==> config.mk <==
export PLATFORM = sky130hd
export DESIGN_NAME = http_request_line_parser
export DESIGN_NICKNAME = d
export VERILOG_FILES = /design/src/rtl/hrlp_pkg.sv /design/src/rtl/hrlp_core.sv /design/src/rtl/hrlp_out_reg.sv /design/src/rtl/http_request_line_parser.sv
export SDC_FILE = /design/constraint.sdc
export NUM_CORES = 1
export LEC_CHECK = 0
export BUFFER_PORTS_ARGS = -buffer_cell sky130_fd_sc_hd__buf_2
export CAP_MARGIN = 20
export CORE_ASPECT_RATIO = 0.7
export CORE_MARGIN = 3
export CORE_UTILIZATION = 55
export DETAILED_ROUTE_END_ITERATION = 7
export PLACE_DENSITY = 0.75
export SLEW_MARGIN = 10
export SYNTH_ARGS = -nofsm -noshare
export SYNTH_HDL_FRONTEND = slang
export SYNTH_SLANG_ARGS = --single-unit
==> constraint.sdc <==
create_clock -name clk -period 11.7 [get_ports clk]
set_clock_uncertainty 0.15 [all_clocks]
set_input_delay 1.17 -clock clk [delete_from_list [all_inputs] [get_ports clk]]
set_output_delay 1.17 -clock clk [all_outputs]
set_load 0.05 [all_outputs]
==> src/rtl/hrlp_pkg.sv <==
// Shared types, codes and character tables for the HTTP request line parser.
// No dependencies; imported by every module of the block.
package hrlp_pkg;

  typedef enum logic [2:0] {
    PH_METHOD  = 3'd0,
    PH_PATH    = 3'd1,
    PH_QUERY   = 3'd2,
    PH_VERSION = 3'd3,
    PH_DONE    = 3'd4,
    PH_ERROR   = 3'd5
  } phase_t;

  typedef enum logic [2:0] {
    EV_NONE     = 3'd0,
    EV_PATH     = 3'd1,
    EV_KEY      = 3'd2,
    EV_VALUE    = 3'd3,
    EV_NEW_PAIR = 3'd4,
    EV_COMPLETE = 3'd5,
    EV_ERROR    = 3'd6
  } event_t;

  localparam logic [2:0] METHOD_UNKNOWN = 3'd0;
  localparam logic [2:0] METHOD_GET     = 3'd1;
  localparam logic [2:0] METHOD_PUT     = 3'd2;
  localparam logic [2:0] METHOD_POST    = 3'd3;
  localparam logic [2:0] METHOD_PATCH   = 3'd4;
  localparam logic [2:0] METHOD_DELETE  = 3'd5;

  localparam int TDATA_W = 48;

  typedef struct packed {
    logic        [2:0] event_res;
    logic        [7:0] data;
    logic        [2:0] method;
    logic        [7:0] path_position;
    logic        [4:0] query_index;
    logic signed [8:0] version_major;
    logic signed [8:0] version_minor;
  } result_t;

  function automatic logic [2:0] word_len(input logic [2:0] guess);
    logic [2:0] len;
    case (guess)
      METHOD_GET:    len = 3'd4;
      METHOD_PUT:    len = 3'd4;
      METHOD_POST:   len = 3'd5;
      METHOD_PATCH:  len = 3'd6;
      METHOD_DELETE: len = 3'd7;
      default:       len = 3'd0;
    endcase
    return len;
  endfunction

  function automatic logic [7:0] word_char(input logic [2:0] guess, input logic [2:0] idx);
    logic [55:0] word;
    case (guess)
      METHOD_GET:    word = {8'h00, 8'h00, 8'h00, " TEG"};
      METHOD_PUT:    word = {8'h00, 8'h00, 8'h00, " TUP"};
      METHOD_POST:   word = {8'h00, 8'h00, " TSOP"};
      METHOD_PATCH:  word = {8'h00, " HCTAP"};
      METHOD_DELETE: word = " ETELED";
      default:       word = '0;
    endcase
    return word[idx*8 +: 8];
  endfunction

  function automatic logic [7:0] version_char(input logic [2:0] idx);
    logic [55:0] word;
    word = ".?/PTTH";
    return (idx == 3'd7) ? 8'h00 : word[idx*8 +: 8];
  endfunction

  function automatic logic [7:0] hex_value(input logic [7:0] b);
    logic [7:0] c;
    c = b;
    if (c >= 8'h61 && c <= 8'h7A) begin
      c = c - 8'd32;
    end
    return (c >= 8'h41) ? c - 8'd55 : c - 8'd48;
  endfunction

  function automatic logic path_char_ok(input logic [7:0] b);
    return (b >= 8'h30 && b <= 8'h39) || (b >= 8'h41 && b <= 8'h5A) ||
           (b >= 8'h61 && b <= 8'h7A) || b == 8'h2F || b == 8'h2D ||
           b == 8'h2E || b == 8'h5F || b == 8'h7E;
  endfunction

endpackage

==> src/rtl/hrlp_core.sv <==
// Parser state registers and the per-byte next-state and result logic.
// Depends on hrlp_pkg.
module hrlp_core
  import hrlp_pkg::*;
#(
  parameter int MAX_PATH    = 256,
  parameter int MAX_QUERIES = 32
) (
  input  logic       clk,
  input  logic       rst,
  input  logic       accept,
  input  logic [7:0] byte_value,
  input  logic       restart,
  output result_t    result
);

  localparam int PW = $clog2(MAX_PATH + 1);
  localparam int QW = $clog2(MAX_QUERIES + 1);

  phase_t          phase, phase_next;
  logic [2:0]      sub_count, sub_count_next;
  logic [2:0]      method_guess, method_guess_next;
  logic [PW-1:0]   store_position, store_position_next;
  logic [QW-1:0]   pair_count, pair_count_next;
  logic            in_key, in_key_next;
  logic [1:0]      escape_stage, escape_stage_next;
  logic [7:0]      high_nibble, high_nibble_next;
  logic [8:0]      major_digit, major_digit_next;

  always_comb begin
    phase_t        cp;
    logic [2:0]    cs;
    logic [2:0]    cg;
    logic [PW-1:0] cpos;
    logic [QW-1:0] cpair;
    logic          ckey;
    logic [1:0]    cesc;
    logic [7:0]    chn;
    logic [8:0]    cmaj;
    logic          err;
    logic          emit;
    logic          q;
    logic [7:0]    dat;
    logic [2:0]    g;

    if (restart) begin
      cp = PH_METHOD; cs = '0; cg = METHOD_UNKNOWN; cpos = '0; cpair = '0;
      ckey = 1'b1; cesc = '0; chn = '0; cmaj = '0;
    end else begin
      cp = phase; cs = sub_count; cg = method_guess; cpos = store_position;
      cpair = pair_count; ckey = in_key; cesc = escape_stage; chn = high_nibble;
      cmaj = major_digit;
    end

    phase_next = cp; sub_count_next = cs; method_guess_next = cg;
    store_position_next = cpos; pair_count_next = cpair; in_key_next = ckey;
    escape_stage_next = cesc; high_nibble_next = chn; major_digit_next = cmaj;
    result = '0;
    err = 1'b0; emit = 1'b0; dat = '0; g = cg;
    q = (cp == PH_QUERY);

    case (cp)
      PH_METHOD: begin
        if (cs == 3'd0) begin
          case (byte_value)
            "G":     g = METHOD_GET;
            "P":     g = METHOD_PUT;
            "D":     g = METHOD_DELETE;
            default: err = 1'b1;
          endcase
        end else if (cs == 3'd1 && cg >= METHOD_PUT && cg <= METHOD_PATCH) begin
          case (byte_value)
            "U":     g = METHOD_PUT;
            "O":     g = METHOD_POST;
            "A":     g = METHOD_PATCH;
            default: err = 1'b1;
          endcase
        end else if (cs >= word_len(cg) || byte_value != word_char(cg, cs)) begin
          err = 1'b1;
        end
        if (err) begin
          method_guess_next = METHOD_UNKNOWN;
        end else begin
          method_guess_next = g;
          if (cs + 3'd1 == word_len(g)) begin
            phase_next     = PH_PATH;
            sub_count_next = '0;
          end else begin
            sub_count_next = cs + 3'd1;
          end
        end
      end
      PH_PATH, PH_QUERY: begin
        if (cesc == 2'd1) begin
          high_nibble_next  = hex_value(byte_value);
          escape_stage_next = 2'd2;
        end else if (cesc == 2'd2) begin
          escape_stage_next = 2'd0;
          dat  = {chn[3:0], 4'h0} | hex_value(byte_value);
          emit = 1'b1;
        end else if (cpos >= (q ? PW'(MAX_PATH) : PW'(MAX_PATH - 1))) begin
          err = 1'b1;
        end else if (byte_value == " ") begin
          phase_next     = PH_VERSION;
          sub_count_next = '0;
        end else if (byte_value == 8'h00) begin
          err = 1'b1;
        end else if (!q && byte_value == "?") begin
          phase_next          = PH_QUERY;
          store_position_next = cpos + 1'b1;
          pair_count_next     = QW'(1);
          in_key_next         = 1'b1;
          result.event_res    = EV_NEW_PAIR;
        end else if (q && byte_value == "=" && ckey) begin
          in_key_next         = 1'b0;
          store_position_next = cpos + 1'b1;
        end else if (q && byte_value == "&") begin
          if (cpair >= QW'(MAX_QUERIES)) begin
            err = 1'b1;
          end else begin
            pair_count_next     = cpair + 1'b1;
            in_key_next         = 1'b1;
            store_position_next = cpos + 1'b1;
            result.event_res    = EV_NEW_PAIR;
            result.query_index  = 5'(cpair);
          end
        end else if (byte_value == "%") begin
          escape_stage_next = 2'd1;
        end else if (!q && !path_char_ok(byte_value)) begin
          err = 1'b1;
        end else begin
          dat  = byte_value;
          emit = 1'b1;
        end
        if (emit) begin
          result.event_res     = q ? (ckey ? EV_KEY : EV_VALUE) : EV_PATH;
          result.data          = dat;
          result.path_position = 8'(cpos);
          result.query_index   = q ? 5'(cpair - 1'b1) : 5'd0;
          store_position_next  = cpos + 1'b1;
        end
      end
      PH_VERSION: begin
        if (cs == 3'd5) begin
          major_digit_next = {1'b0, byte_value} - 9'd48;
          sub_count_next   = cs + 3'd1;
        end else if (cs == 3'd7) begin
          result.event_res     = EV_COMPLETE;
          result.version_major = cmaj;
          result.version_minor = {1'b0, byte_value} - 9'd48;
          phase_next           = PH_DONE;
        end else if (byte_value != version_char(cs)) begin
          err = 1'b1;
        end else begin
          sub_count_next = cs + 3'd1;
        end
      end
      default: begin
      end
    endcase

    if (err) begin
      phase_next       = PH_ERROR;
      result.event_res = EV_ERROR;
    end
    result.method = (phase_next == PH_METHOD) ? METHOD_UNKNOWN : method_guess_next;
  end

  always_ff @(posedge clk) begin
    if (rst) begin
      phase          <= PH_METHOD;
      sub_count      <= '0;
      method_guess   <= METHOD_UNKNOWN;
      store_position <= '0;
      pair_count     <= '0;
      in_key         <= 1'b1;
      escape_stage   <= '0;
      high_nibble    <= '0;
      major_digit    <= '0;
    end else if (accept) begin
      phase          <= phase_next;
      sub_count      <= sub_count_next;
      method_guess   <= method_guess_next;
      store_position <= store_position_next;
      pair_count     <= pair_count_next;
      in_key         <= in_key_next;
      escape_stage   <= escape_stage_next;
      high_nibble    <= high_nibble_next;
      major_digit    <= major_digit_next;
    end
  end

endmodule

==> src/rtl/hrlp_out_reg.sv <==
// Result register of the parser output stream with its valid flag.
// Depends on hrlp_pkg.
module hrlp_out_reg
  import hrlp_pkg::*;
(
  input  logic    clk,
  input  logic    rst,
  input  logic    load,
  input  result_t result,
  input  logic    m_tready,
  output logic    m_tvalid,
  output result_t held,
  output logic    free
);

  assign free = !m_tvalid || m_tready;

  always_ff @(posedge clk) begin
    if (rst) begin
      m_tvalid <= 1'b0;
    end else if (load) begin
      m_tvalid <= 1'b1;
    end else if (m_tready) begin
      m_tvalid <= 1'b0;
    end
  end

  always_ff @(posedge clk) begin
    if (load) begin
      held <= result;
    end
  end

endmodule

==> src/rtl/http_request_line_parser.sv <==
// Top level of the HTTP request line parser: byte stream in, event stream out.
// Depends on hrlp_pkg, hrlp_core and hrlp_out_reg.
//
// The slave channel takes one raw byte of the request line per beat; tuser
// set marks the first byte of a new request and clears the parser first.
// The master channel gives exactly one event beat for every byte taken:
// path, query key or value bytes, a new query pair, line complete with the
// version digits, an error, or no event.
// An accepted byte gives its event beat in the next cycle. One byte can be
// taken every cycle while the receiver keeps up; the parser state update per
// byte sits between the state registers and the result register.
// A byte is taken whenever the result register is empty or its beat is being
// taken in the same cycle, so a stalled receiver holds the input off after
// one outstanding beat.
// Synchronous reset returns the parser to method matching and empties the
// result register.
module http_request_line_parser
  import hrlp_pkg::*;
#(
  parameter int MAX_PATH    = 256,
  parameter int MAX_QUERIES = 32
) (
  input  logic               clk,
  input  logic               rst,
  input  logic               s_tvalid,
  output logic               s_tready,
  input  logic [7:0]         s_tdata,  // byte_value
  input  logic               s_tuser,  // restart
  output logic               m_tvalid,
  input  logic               m_tready,
  // data[7:0], method[10:8], path_position[18:11], query_index[23:19],
  // version_major[32:24], version_minor[41:33], zero fill[47:42]
  output logic [TDATA_W-1:0] m_tdata,
  output logic [2:0]         m_tuser   // event_res
);

  logic    accept;
  result_t result;
  result_t held;

  assign accept = s_tvalid && s_tready;

  hrlp_core #(
    .MAX_PATH    (MAX_PATH),
    .MAX_QUERIES (MAX_QUERIES)
  ) u_core (
    .clk        (clk),
    .rst        (rst),
    .accept     (accept),
    .byte_value (s_tdata),
    .restart    (s_tuser),
    .result     (result)
  );

  hrlp_out_reg u_out (
    .clk      (clk),
    .rst      (rst),
    .load     (accept),
    .result   (result),
    .m_tready (m_tready),
    .m_tvalid (m_tvalid),
    .held     (held),
    .free     (s_tready)
  );

  assign m_tuser = held.event_res;
  assign m_tdata = {6'd0, held.version_minor, held.version_major, held.query_index,
                    held.path_position, held.method, held.data};

`ifndef SYNTHESIS
  a_result_follows: assert property (@(posedge clk) disable iff (rst)
    s_tvalid && s_tready |=> m_tvalid)
    else $error("accepted byte produced no result beat");

  a_event_range: assert property (@(posedge clk) disable iff (rst)
    m_tvalid |-> m_tuser <= EV_ERROR)
    else $error("event code out of range");

  a_complete_method: assert property (@(posedge clk) disable iff (rst)
    m_tvalid && m_tuser == EV_COMPLETE |-> m_tdata[10:8] != METHOD_UNKNOWN)
    else $error("line completed without a matched method");
`endif

endmodule

==> out/results.txt <==
outcome = completed
Detailed Routing Iterations Pass 1 = 6
clock root buffer = clkbuf_16
most frequent cells in the layout = nor2_1 (80), nand2_1 (68), buf_2 (60)
post-synthesis register bit count = 86
worst path cell trace = buf_2 -> buf_4 -> or4b_1 -> clkinv_4 -> ha_1 -> a21o_1 -> a21o_1 -> a221o_1 -> a21oi_2 -> a31oi_1 -> nand2b_1 -> or2_1 -> o21ai_0 -> nand2_1 -> o21ai_0
setup violators final = 0
Peak VDD IR = 75.93 uV
Max transition margin = 0.3803
Final Hold Fails = 0
most common cell after layout, fill and taps aside = nor2_1
FF-to-FF End = u_out.held[21]
crit path DAT = 5300 ps
CTS H-tree lvls = 3
nets = 854
Routed WL = 18400 um
syn avg cell area = 8.418 um2
IO Port Bufs = 59
PostCTS Resize Cnt = 0
Num CTS Buffers = 9
Area Overhead vs Synth = 8.803%
CP Max Fanout = 59
Tightest Hold Check Type = reg -> reg
hold_sp = u_core.pair_count[5]
Initial Utilization = 0.5795
CTS tree = yes
Post-CTS Setup Bufs = 0
worst flop-to-flop path startpoint = u_core.phase[2]
Mapped Cells = 780
Max clock buf depth = 2
Final Cycle Share = 0.4490
via count = 6328
largest net degree at the start of global routing = 60
DRT iter0 DRCs = 730
antenna cells = 0
post-synthesis cell type count = 91
Die W = 136.6 um
Most used DFF post-synth = edfxtp_1
Max-cap violations = 0
asr flop ratio synth = 0
routed vias/inst = 6.571
area share of the largest cell type after synthesis = 0.2058
Die Footprint = 13310 um2
Setup TNS = 0 ps
Max Fclk = 0.1904 GHz
Detail Route Antenna Nets = 0
share of layout cells above drive strength 1 = 0.1444
Synth area leaders = edfxtp_1 (21%), dfxtp_1 (13%), ha_1 (6.9%)
I/O Pins = 66
register area share after synthesis = 0.3308
Hold Buf Count CTS = 0
final slew viol count = 0
core footprint = 11330 um2
post-layout power = 0.0007857 W
Crit Path Category = in -> reg
Hold Worst Slack = 341.6 ps
flop2flop setup slack = 7310 ps
crit path from = s_tuser
worst skew pair latency = 350 ps
critical path required time = 11740 ps
DRC = 0
Critical Path Sink = u_out.held[21]
R2R cell count = 13
number of global-route vias before repair = 5615
EDFF count, synth = 45
CP max stage delay = 740 ps
initial antenna violation count = 0
Leak = 2.763 nW
first-pass GRT wire length = 29620 um
critical path launch point type = input pin
clock sink count = 86
aggregate global routing overflow = 0
biggest area consumer among synthesized cells = edfxtp_1
RSZ-0062 raised after global routing = false
Worst-path clk slew = 70 ps
drt wl/cell = 19.11 um
synthesized area = 6566 um2
Die Y = 97.42 um
Ys Warns = 0
Worst path slowest cell = or4b_1
row count = 32
crit path time final = 5253 ps
detailed placer's ending HPWL = 12880 um
Total GRT Usage = 0.2745
PwrDens = 110.0 nW/um2
endpoint type of the worst setup path = flop
Worst-Margin Slew = 923.4 ps
gpl congestion = 0.9126
==> Yosys cell counts (all sizes together) (6+ instances only) <==
library cell / n
and3: 17
a21o: 11
o31ai: 6
xnor2: 13
inv: 26
a22oi: 18
nand3: 15
nor3: 22
nor2b: 23
clkbuf: 26
or2: 6
nand4: 11
and2: 10
a31oi: 10
edfxtp: 45
xor2: 6
a211oi: 11
buf: 30
dfxtp: 41
o21ai: 40
a21oi: 57
nand2b: 18
nor4: 12
nor2: 80
nand2: 68
ha: 36
and4: 6
nor3b: 11
o21a: 6
o22ai: 6
==> final cells by class <==
cell class	count	area, um2
clock inverters	7	86.33
fillers	991	4187
multi-input cells	616	4028
flip-flops and latches	86	2172
inverters	27	106.4
repair buffers	65	335.3
clock buffers	9	225.2
well taps	153	191.4
==> layer usage <==
layer,track usage,wire length (um),vias to the layer above
met3,0.05797,1994,32
li1,-,-,2946
met2,0.3664,7745,349
met1,0.4365,8414,3001
met4,0.07823,244,0
met5,0,0,-
==> critical path: cells and delay by family <==
| kind | cells | cell delay, ps |
|---|---|---|
| simple gates | 4 | 1800 |
| fa+ha+maj | 1 | 260 |
| buf+inv | 3 | 590 |
| compound gates | 7 | 1440 |
==> per-stage QoR <==
stage               instances  worst slack (ps)  utilization  instance area, um2
finish                    963              6447       0.6305                7144
global route              963              6235       0.6305                7144
CTS                       961              6465       0.6296                7134
detailed placement        945              6100       0.6021                6823
global placement          945              6306       0.6021                6823
floorplan                 785              6858            -                6585
==> power by group <==
part           switching, W  internal (W)
Clock              0.000132      0.000170
Sequential       0.00000893      0.000327
Combinational      0.000106     0.0000408
==> registers in the layout, indices dropped and copies added, names as in the netlist <==
| signal | count |
|---|---|
| u_core.major_digit | 9 |
| u_core.high_nibble | 4 |
| u_core.phase | 3 |
| u_core.sub_count | 3 |
| u_core.method_guess | 3 |
| u_out.m_tvalid | 1 |
| u_out.held | 45 |
| u_core.escape_stage | 2 |
| u_core.pair_count | 6 |
| u_core.in_key | 1 |
| u_core.store_position | 9 |
==> cell families after synthesis <==
group | synth area share
DFF | 0.3308
adders and majority gates | 0.06860
AOI/OAI and AO/OA | 0.2359
and+or+nand+nor | 0.2689
muxes | 0.01124
buffers and inverters | 0.05869
xor gates and xnor gates | 0.02534
other | 0.0005711
==> worst min path at each step <==
stage / to / slack [ps] / cells past startpoint
after floorplan: u_core.pair_count[5] / 290 / 2
after global placement: u_core.pair_count[5] / 310 / 2
after detailed placement: u_core.major_digit[5] / 330 / 2
after CTS: u_core.pair_count[5] / 340 / 2
after global routing: u_core.major_digit[5] / 370 / 2
final: u_core.pair_count[5] / 340 / 2
Power figures use the tool's default switching activity.
